===== config.mk =====
export PLATFORM = sky130hd
export DESIGN_NAME = glyph_shadow_outline_flat
export DESIGN_NICKNAME = d
export VERILOG_FILES = /design/src/hw/rtl/gso_pkg.sv /design/src/hw/rtl/gso_if.sv /design/src/hw/rtl/gso_front.sv /design/src/hw/rtl/gso_queue.sv /design/src/hw/rtl/gso_back.sv /design/src/hw/rtl/glyph_shadow_outline.sv /design/src/flat_wrapper.sv
export SDC_FILE = /design/constraint.sdc
export NUM_CORES = 2
export LEC_CHECK = 0
export BUFFER_PORTS_ARGS = -buffer_cell sky130_fd_sc_hd__buf_2
export CAP_MARGIN = 30
export CORE_MARGIN = 1.5
export CORE_UTILIZATION = 50
export CTS_CLUSTER_SIZE = 25
export DETAILED_ROUTE_END_ITERATION = 10
export PLACE_DENSITY = 0.64
export SLEW_MARGIN = 10
export SYNTH_ARGS = -nofsm -noshare
export SYNTH_HDL_FRONTEND = slang
export SYNTH_SLANG_ARGS = --single-unit

===== constraint.sdc =====
create_clock -name clk -period 8.32 [get_ports clk]
set_input_delay 0.832 -clock clk [delete_from_list [all_inputs] [get_ports clk]]
set_output_delay 0.832 -clock clk [all_outputs]
set_load 0.05 [all_outputs]

===== src/hw/rtl/gso_pkg.sv =====
// gso_pkg: shared types and constants of the glyph shadow outline block
// no dependencies; imported by the interfaces and every module

`default_nettype none

package gso_pkg;

	localparam int WORD_W  = 32;
	localparam int NIB_W   = 4;
	localparam int NIBS    = WORD_W / NIB_W;
	localparam int ROWS    = 32;
	localparam int ROW_W   = $clog2(ROWS);
	localparam int QDEPTH  = 2;
	localparam int QPTR_W  = $clog2(QDEPTH);
	localparam int QCNT_W  = $clog2(QDEPTH + 1);

	localparam logic [ROW_W-1:0] ROW_TL_LAST  = ROW_W'(7);
	localparam logic [ROW_W-1:0] ROW_TR_LAST  = ROW_W'(15);
	localparam logic [ROW_W-1:0] ROW_BL_FIRST = ROW_W'(16);
	localparam logic [ROW_W-1:0] ROW_BL_LAST  = ROW_W'(23);
	localparam logic [ROW_W-1:0] ROW_BR_FIRST = ROW_W'(24);
	localparam logic [ROW_W-1:0] ROW_BR_LAST  = ROW_W'(31);

	localparam int TILE_ROWS = 8;
	localparam int TAP_SAME  = TILE_ROWS;
	localparam int TAP_NEXT  = TILE_ROWS + 1;
	localparam int TAP_CORNER = int'(ROW_BR_FIRST) - int'(ROW_TL_LAST);

	typedef logic [WORD_W-1:0] word_t;
	typedef logic [NIB_W-1:0]  nib_t;

	typedef struct packed {
		word_t word;
		logic  nz0;
	} gso_entry_t;

	typedef enum logic {
		BK_LOAD,
		BK_EMIT
	} gso_bk_state_t;

endpackage

`default_nettype wire


===== src/hw/rtl/gso_if.sv =====
// gso_if: valid/ready channels of the block (glyph rows, shaded rows, colour write)
// depends on gso_pkg

`default_nettype none

interface gso_row_if;
	import gso_pkg::*;
	logic  valid;
	logic  ready;
	word_t row_word;
	modport source (output valid, output row_word, input ready);
	modport sink (input valid, input row_word, output ready);
endinterface

interface gso_out_if;
	import gso_pkg::*;
	logic  valid;
	logic  ready;
	word_t shaded_word;
	logic  last_row;
	modport source (output valid, output shaded_word, output last_row, input ready);
	modport sink (input valid, input shaded_word, input last_row, output ready);
endinterface

interface gso_cfg_if;
	import gso_pkg::*;
	logic valid;
	logic ready;
	nib_t shade_color;
	modport source (output valid, output shade_color, input ready);
	modport sink (input valid, input shade_color, output ready);
endinterface

`default_nettype wire


===== src/hw/rtl/gso_front.sv =====
// gso_front: takes row beats, tags each with its leftmost-pixel flag, holds the colour register
// depends on gso_pkg and gso_if

`default_nettype none

module gso_front (
	input  wire                 clk,
	input  wire                 arst_n,
	gso_row_if.sink             glyph,
	gso_cfg_if.sink             cfg,
	output gso_pkg::gso_entry_t push_data,
	output logic                push_valid,
	input  wire                 push_ready,
	output gso_pkg::nib_t       shade
);
	import gso_pkg::*;

	nib_t shade_q;

	assign cfg.ready   = 1'b1;
	assign glyph.ready = push_ready;
	assign push_valid  = glyph.valid;
	assign shade       = shade_q;

	always_comb begin
		push_data.word = glyph.row_word;
		push_data.nz0  = (glyph.row_word[NIB_W-1:0] != '0);
	end

	always_ff @(posedge clk or negedge arst_n) begin
		if (!arst_n) begin
			shade_q <= '0;
		end else if (cfg.valid && cfg.ready) begin
			shade_q <= cfg.shade_color;
		end
	end

endmodule

`default_nettype wire


===== src/hw/rtl/gso_queue.sv =====
// gso_queue: short queue of tagged rows between front and back
// depends on gso_pkg

`default_nettype none

module gso_queue (
	input  wire                 clk,
	input  wire                 arst_n,
	input  wire                 push_valid,
	input  gso_pkg::gso_entry_t push_data,
	output logic                push_ready,
	output logic                pop_valid,
	output gso_pkg::gso_entry_t pop_data,
	input  wire                 pop_ready
);
	import gso_pkg::*;

	gso_entry_t          slot_q [QDEPTH];
	logic [QPTR_W-1:0]   wr_q;
	logic [QPTR_W-1:0]   rd_q;
	logic [QCNT_W-1:0]   cnt_q;
	logic                do_push;
	logic                do_pop;

	assign push_ready = (cnt_q != QCNT_W'(QDEPTH));
	assign pop_valid  = (cnt_q != '0);
	assign pop_data   = slot_q[rd_q];
	assign do_push    = push_valid && push_ready;
	assign do_pop     = pop_valid && pop_ready;

	always_ff @(posedge clk) begin
		if (do_push) begin
			slot_q[wr_q] <= push_data;
		end
	end

	always_ff @(posedge clk or negedge arst_n) begin
		if (!arst_n) begin
			wr_q  <= '0;
			rd_q  <= '0;
			cnt_q <= '0;
		end else begin
			if (do_push) begin
				wr_q <= wr_q + QPTR_W'(1);
			end
			if (do_pop) begin
				rd_q <= rd_q + QPTR_W'(1);
			end
			case ({do_push, do_pop})
				2'b10:   cnt_q <= cnt_q + QCNT_W'(1);
				2'b01:   cnt_q <= cnt_q - QCNT_W'(1);
				default: cnt_q <= cnt_q;
			endcase
		end
	end

endmodule

`default_nettype wire


===== src/hw/rtl/gso_back.sv =====
// gso_back: glyph store, load sequencer and one-row-per-cycle recolouring of stored glyphs unless the output stalls
// depends on gso_pkg and gso_if

`default_nettype none

module gso_back (
	input  wire                 clk,
	input  wire                 arst_n,
	input  wire                 pop_valid,
	input  gso_pkg::gso_entry_t pop_data,
	output logic                pop_ready,
	input  gso_pkg::nib_t       shade,
	gso_out_if.source           shaded
);
	import gso_pkg::*;

	gso_bk_state_t    state_q, state_d;
	logic [ROW_W-1:0] cnt_q;
	logic [ROWS-1:0]  flags_q;
	word_t            store_q [ROWS];

	word_t            own_s1;
	word_t            blw_s1;
	logic             hb_s1;
	logic             same_s1;
	logic             next_s1;
	logic             last_s1;
	logic             v_s1;

	logic             do_pop;
	logic             adv;
	logic             issue;
	logic [ROW_W-1:0] blw_addr;
	logic             hb;
	logic             left_row;
	logic             same_hit;
	logic             next_hit;
	nib_t             body;
	nib_t             shadow;
	word_t            colored;

	assign pop_ready = (state_q == BK_LOAD);
	assign do_pop    = pop_valid && pop_ready;
	assign adv       = !v_s1 || shaded.ready;
	assign issue     = (state_q == BK_EMIT) && adv;

	always_comb begin
		state_d = state_q;
		case (state_q)
			BK_LOAD: begin
				if (do_pop && cnt_q == ROW_BR_LAST) begin
					state_d = BK_EMIT;
				end
			end
			BK_EMIT: begin
				if (issue && cnt_q == ROW_BR_LAST) begin
					state_d = BK_LOAD;
				end
			end
			default: state_d = BK_LOAD;
		endcase
	end

	always_comb begin
		hb       = 1'b1;
		blw_addr = cnt_q + ROW_W'(1);
		case (cnt_q)
			ROW_TL_LAST: blw_addr = ROW_BL_FIRST;
			ROW_TR_LAST: blw_addr = ROW_BR_FIRST;
			ROW_BL_LAST: hb = 1'b0;
			ROW_BR_LAST: hb = 1'b0;
			default:     hb = 1'b1;
		endcase
		left_row = cnt_q inside {[ROW_W'(0):ROW_TL_LAST - ROW_W'(1)],
		                         [ROW_BL_FIRST:ROW_BL_LAST - ROW_W'(1)]};
		same_hit = left_row && flags_q[TAP_SAME];
		next_hit = (left_row && flags_q[TAP_NEXT])
		        || (cnt_q == ROW_TL_LAST && flags_q[TAP_CORNER]);
	end

	always_ff @(posedge clk or negedge arst_n) begin
		if (!arst_n) begin
			state_q <= BK_LOAD;
			cnt_q   <= '0;
			v_s1    <= 1'b0;
		end else begin
			state_q <= state_d;
			if (do_pop || issue) begin
				cnt_q <= cnt_q + ROW_W'(1);
			end
			if (adv) begin
				v_s1 <= issue;
			end
		end
	end

	always_ff @(posedge clk) begin
		if (do_pop) begin
			store_q[cnt_q] <= pop_data.word;
			flags_q        <= {pop_data.nz0, flags_q[ROWS-1:1]};
		end else if (issue) begin
			flags_q        <= {1'b0, flags_q[ROWS-1:1]};
		end
		if (issue) begin
			own_s1  <= store_q[cnt_q];
			blw_s1  <= store_q[blw_addr];
			hb_s1   <= hb;
			same_s1 <= same_hit;
			next_s1 <= next_hit;
			last_s1 <= (cnt_q == ROW_BR_LAST);
		end
	end

	// recolour from the registered rows
	always_comb begin
		nib_t down;
		nib_t spread;
		body    = shade;
		shadow  = shade + NIB_W'(1);
		colored = '0;
		for (int j = 0; j < NIBS - 1; j++) begin
			down   = hb_s1 ? blw_s1[NIB_W*(j+1) +: NIB_W] : '0;
			spread = own_s1[NIB_W*j +: NIB_W] | own_s1[NIB_W*(j+1) +: NIB_W];
			if (down != '0) begin
				colored[NIB_W*j +: NIB_W] = shadow;
			end else if (spread != '0) begin
				colored[NIB_W*j +: NIB_W] = body;
			end
		end
		if (next_s1) begin
			colored[WORD_W-1 -: NIB_W] = shadow;
		end else if (same_s1 || own_s1[WORD_W-1 -: NIB_W] != '0) begin
			colored[WORD_W-1 -: NIB_W] = body;
		end
		if (body == '0) begin
			colored = own_s1;
		end
	end

	assign shaded.valid       = v_s1;
	assign shaded.shaded_word = colored;
	assign shaded.last_row    = last_s1;

endmodule

`default_nettype wire


===== src/hw/rtl/glyph_shadow_outline.sv =====
// glyph_shadow_outline: top level, front, queue and back of the glyph recolouring block
// depends on gso_pkg, gso_if, gso_front, gso_queue, gso_back

// A glyph is 32 row beats (four 8x8 tiles: top-left, top-right, bottom-left,
// bottom-right). Rows are written one per cycle while loading into a single
// 32-word store; once the 32nd is in, the store is read at two ports (own row,
// row below) and one recoloured row leaves per cycle unless the output stalls,
// last_row marking the 32nd. The store is shared by load and emission: the
// next glyph loads only after the last row of the current one is issued. A
// two-beat queue in front lets the next glyph start arriving during emission.
// shade_color is used at emission time; zero passes rows through unchanged.

`default_nettype none

module glyph_shadow_outline (
	input  wire       clk,
	input  wire       arst_n,
	gso_row_if.sink   glyph,
	gso_cfg_if.sink   cfg,
	gso_out_if.source shaded
);
	import gso_pkg::*;

	gso_entry_t push_data;
	logic       push_valid;
	logic       push_ready;
	gso_entry_t pop_data;
	logic       pop_valid;
	logic       pop_ready;
	nib_t       shade;

	gso_front u_front (
		.clk        (clk),
		.arst_n     (arst_n),
		.glyph      (glyph),
		.cfg        (cfg),
		.push_data  (push_data),
		.push_valid (push_valid),
		.push_ready (push_ready),
		.shade      (shade)
	);

	gso_queue u_queue (
		.clk        (clk),
		.arst_n     (arst_n),
		.push_valid (push_valid),
		.push_data  (push_data),
		.push_ready (push_ready),
		.pop_valid  (pop_valid),
		.pop_data   (pop_data),
		.pop_ready  (pop_ready)
	);

	gso_back u_back (
		.clk       (clk),
		.arst_n    (arst_n),
		.pop_valid (pop_valid),
		.pop_data  (pop_data),
		.pop_ready (pop_ready),
		.shade     (shade),
		.shaded    (shaded)
	);

endmodule

`default_nettype wire


===== src/flat_wrapper.sv =====
// flat-port wrapper written by rule: the top's interface ports become plain ports
module glyph_shadow_outline_flat import gso_pkg::*;
  (clk, arst_n, glyph_valid, glyph_row_word, glyph_ready, cfg_valid, cfg_shade_color, cfg_ready, shaded_valid, shaded_shaded_word, shaded_last_row, shaded_ready);
  gso_row_if glyph_i ();
  gso_cfg_if cfg_i ();
  gso_out_if shaded_i ();
  input  wire clk;
  input  wire arst_n;
  input wire logic [$bits(glyph_i.valid)-1:0] glyph_valid;
  input wire logic [$bits(glyph_i.row_word)-1:0] glyph_row_word;
  output wire logic [$bits(glyph_i.ready)-1:0] glyph_ready;
  input wire logic [$bits(cfg_i.valid)-1:0] cfg_valid;
  input wire logic [$bits(cfg_i.shade_color)-1:0] cfg_shade_color;
  output wire logic [$bits(cfg_i.ready)-1:0] cfg_ready;
  output wire logic [$bits(shaded_i.valid)-1:0] shaded_valid;
  output wire logic [$bits(shaded_i.shaded_word)-1:0] shaded_shaded_word;
  output wire logic [$bits(shaded_i.last_row)-1:0] shaded_last_row;
  input wire logic [$bits(shaded_i.ready)-1:0] shaded_ready;
  assign glyph_i.valid = glyph_valid;
  assign glyph_i.row_word = glyph_row_word;
  assign glyph_ready = glyph_i.ready;
  assign cfg_i.valid = cfg_valid;
  assign cfg_i.shade_color = cfg_shade_color;
  assign cfg_ready = cfg_i.ready;
  assign shaded_valid = shaded_i.valid;
  assign shaded_shaded_word = shaded_i.shaded_word;
  assign shaded_last_row = shaded_i.last_row;
  assign shaded_i.ready = shaded_ready;
  glyph_shadow_outline u_core (.clk(clk), .arst_n(arst_n), .glyph(glyph_i), .cfg(cfg_i), .shaded(shaded_i));
endmodule

==> results.ini <==
[detailed_routing]
wl_per_cell_um = 36.7
wirelength_um = 180000
vias = 35300
avgViaCountPerCell = 7.20
antenna_left = 0
drt_iter0_markers = 6086
remaining_drc_errors = 18
drt-pass1-iter-count = 9

[yosys]
synth_fp_nets = 3413
syn_area_um2 = 53300
synthFlopType = edfxtp_1
ys.warnings.count = 0
synthArstFlopShare_pct = 1.26
synth_edf_count = 1178
syn_area_per_cell_um2 = 15.9
synth-seq-cells = 1193
seq_area_frac_synth_pct = 67.1
syn_inst = 3363
yosysUniqueCellTypes = 72

[grt]
grt_pass1_wl_um = 254000
grt_use_total_pct = 33.3
grt_pass1_vias = 35100
grt_max_degree = 153
antenna_found_initial = 6
grt_overflow = 0

[clock_tree]
path_clk_slew_ns = 0.07
post_cts_buffers = 0
numCtsBuffers = 119
clkSinkCount = 1193
cts_resized = 0
h-tree-depth = 3
clockBufferDepth = 3
tritoncts = yes
cts-root-buf = clkbuf_16
insertion_delay_ns = 0.74
postCtsHoldBufs = 0

[pwr]
power.density_nw_per_um2 = 439
p_leak_nw = 19.2
peakVddDrop_v = 0.000623

[sta]
rsz0062_at_grt = false
finalCriticalPeriod_ns = 5.46
finalHoldViolations = 0
setup-tns-final_ns = 0
whs_ns = 0.132
layout_setup_ws_ns = 2.86
tightestPinTransition_ns = 1.22
fin_skew_ns = 0.0379
slew_violations = 0
slew_headroom_pct = 18.7
finalCritPeriodShare_pct = 65.6
setup_viol = 0
fmax_mhz = 183

[job]
cap_violations = 0

[final_layout]
drive_gt1_share_pct = 22.6
layout.nets = 3451
area_delta_synth_final_pct = 11.9

[setup_path]
slowest_stage = dfrtp_4
path_buf_inv = 3
reg2reg_slack_ns = 2.86
crit_type = register to register
cp-end-kind = register
r2r_start = u_core.u_back.cnt_q[0]$_DFFE_PN0P_
path_delay_family = buffers and inverters
r2r_end = u_core.u_back.blw_s1[11]$_DFFE_PP_
reg2reg_depth = 11
crit_required_ns = 8.80
max_stage_delay_ns = 0.94
cp_max_fo = 142
worstPathArrival_ns = 5.94
crit_chain = inv_4, ha_1, buf_4, nor2b_1, nand2_4, buf_12, a211oi_1, a21oi_1, o21ai_0, o22ai_1, or3_1
startpoint_type = register

[min_path]
min_path_type = input pin to async pin

[floorplan]
num_rows = 119
core-area_um2 = 106000
start_util_pct = 50.5
pin_count = 77
fp.dieW_um = 330
fp.dieH_um = 330
dieArea_um2 = 109000

[status]
status = finished with violations
violations = DRC

[placed_design]
hpwl_um = 98000
place_congestion = 0.894
pre_cts_ws_ns = 3.12
numPortBuffers = 75

[layout make-up]
class                           count  area (µm²)
Antenna cell                        4        10.0
Clock buffer                      143        3130
Clock inverter                     83         958
Fill cell                        7936       45900
Inverter                           18        70.1
Multi-Input combinational cell   1894       16700
Sequential cell                  1193       35800
Tap cell                         1391        1740
Timing Repair Buffer              175        1300
[how the worst max path moves through the flow]
stage / cells past startpoint / from / endpoint / slack [ns]
floorplan: 6 / shaded_ready / u_core.u_back.cnt_q[2]$_DFFE_PN0P_ / 4.44
finish: 11 / u_core.u_back.cnt_q[0]$_DFFE_PN0P_ / u_core.u_back.blw_s1[11]$_DFFE_PP_ / 2.86
global placement: 11 / u_core.u_back.cnt_q[0]$_DFFE_PN0P_ / u_core.u_back.blw_s1[13]$_DFFE_PP_ / 3.27
detailed placement: 11 / u_core.u_back.cnt_q[0]$_DFFE_PN0P_ / u_core.u_back.blw_s1[11]$_DFFE_PP_ / 3.12
CTS: 11 / u_core.u_back.cnt_q[0]$_DFFE_PN0P_ / u_core.u_back.blw_s1[11]$_DFFE_PP_ / 3.10
global route: 11 / u_core.u_back.cnt_q[0]$_DFFE_PN0P_ / u_core.u_back.blw_s1[15]$_DFFE_PP_ / 2.82
[stage by stage]
stage          utilization [%]  area [µm²]  std cells  total power (W)
2_1_floorplan                -       53300       3363           0.0161
3_3_place_gp              52.5       55400       4663           0.0200
3_5_place_dp              52.5       55400       4665           0.0202
4_1_cts                   56.4       59500       4891           0.0258
5_1_grt                   56.5       59600       4897           0.0269
6_report                  56.5       59600       4901           0.0262
[synth_stat cells, types with 20 or more instances]
cell      instances  area share (%)
a211oi_1         60            0.84
nand2_1         429             3.0
a21oi_1          89            0.84
buf_4            20            0.28
buf_1            29            0.20
o21ai_0         119             1.1
nor2_1           89            0.63
mux4_2          293              12
a31oi_1          56            0.66
clkbuf_1        129            0.91
a311oi_1         27            0.44
and2_1           24            0.28
nand4_1          39            0.46
edfxtp_1       1178              66
nand3_1         125             1.2
buf_2            76            0.71
mux2_2           73             1.5
mux2i_1          89             1.7
a22oi_1         139             2.0
and3_1           27            0.32
[flip-flops by register name, indices dropped and copies added (netlist names), 2 cells and up]
signal / flops
u_core.u_back.own_s1: 32
u_core.u_back.cnt_q: 5
u_core.u_back.flags_q: 24
u_core.u_queue.cnt_q: 2
u_core.u_queue.slot_q: 66
u_core.u_front.shade: 4
u_core.u_back.blw_s1: 28
u_core.u_back.store_q: 1024
[per-layer routing]
| metal | vias to the layer above | global-route usage [%] | routed length [µm] |
|---|---|---|---|
| li1 | 13700 | - | - |
| met1 | 18000 | 43.9 | 64100 |
| met2 | 2921 | 50.2 | 80800 |
| met3 | 586 | 9.44 | 24600 |
| met4 | 8 | 18.0 | 10300 |
| met5 | - | 0 | 51 |
[kinds of logic after synthesis]
group	synth area share (%)
flops	67.1
simple gates	6.63
compound gates	7.95
mux	15.6
buf+inv	2.32
xor+xnor	0.195
fa+ha+maj	0.211
other cells	0.00703
[cell usage in the layout, fill, tap and decap left out, types with 60 or more instances in the layout]
cell,synthesis,layout
buf_2,76,75
a21oi_1,89,89
buf_4,20,89
edfxtp_1,1178,1178
mux2i_1,89,89
nand2_1,429,427
mux4_2,293,293
mux2_2,73,73
nand3_1,125,125
clkbuf_16,0,121
a22oi_1,139,139
a211oi_1,60,60
o21ai_0,119,119
[where the power goes]
| group | internal [W] | switching, W |
|---|---|---|
| registers | 0.00830 | 0.000615 |
| clock network | 0.00330 | 0.00234 |
| logic | 0.00376 | 0.00788 |
| total | 0.0154 | 0.0108 |
Note: power is estimated with default switching activity, not from simulation.
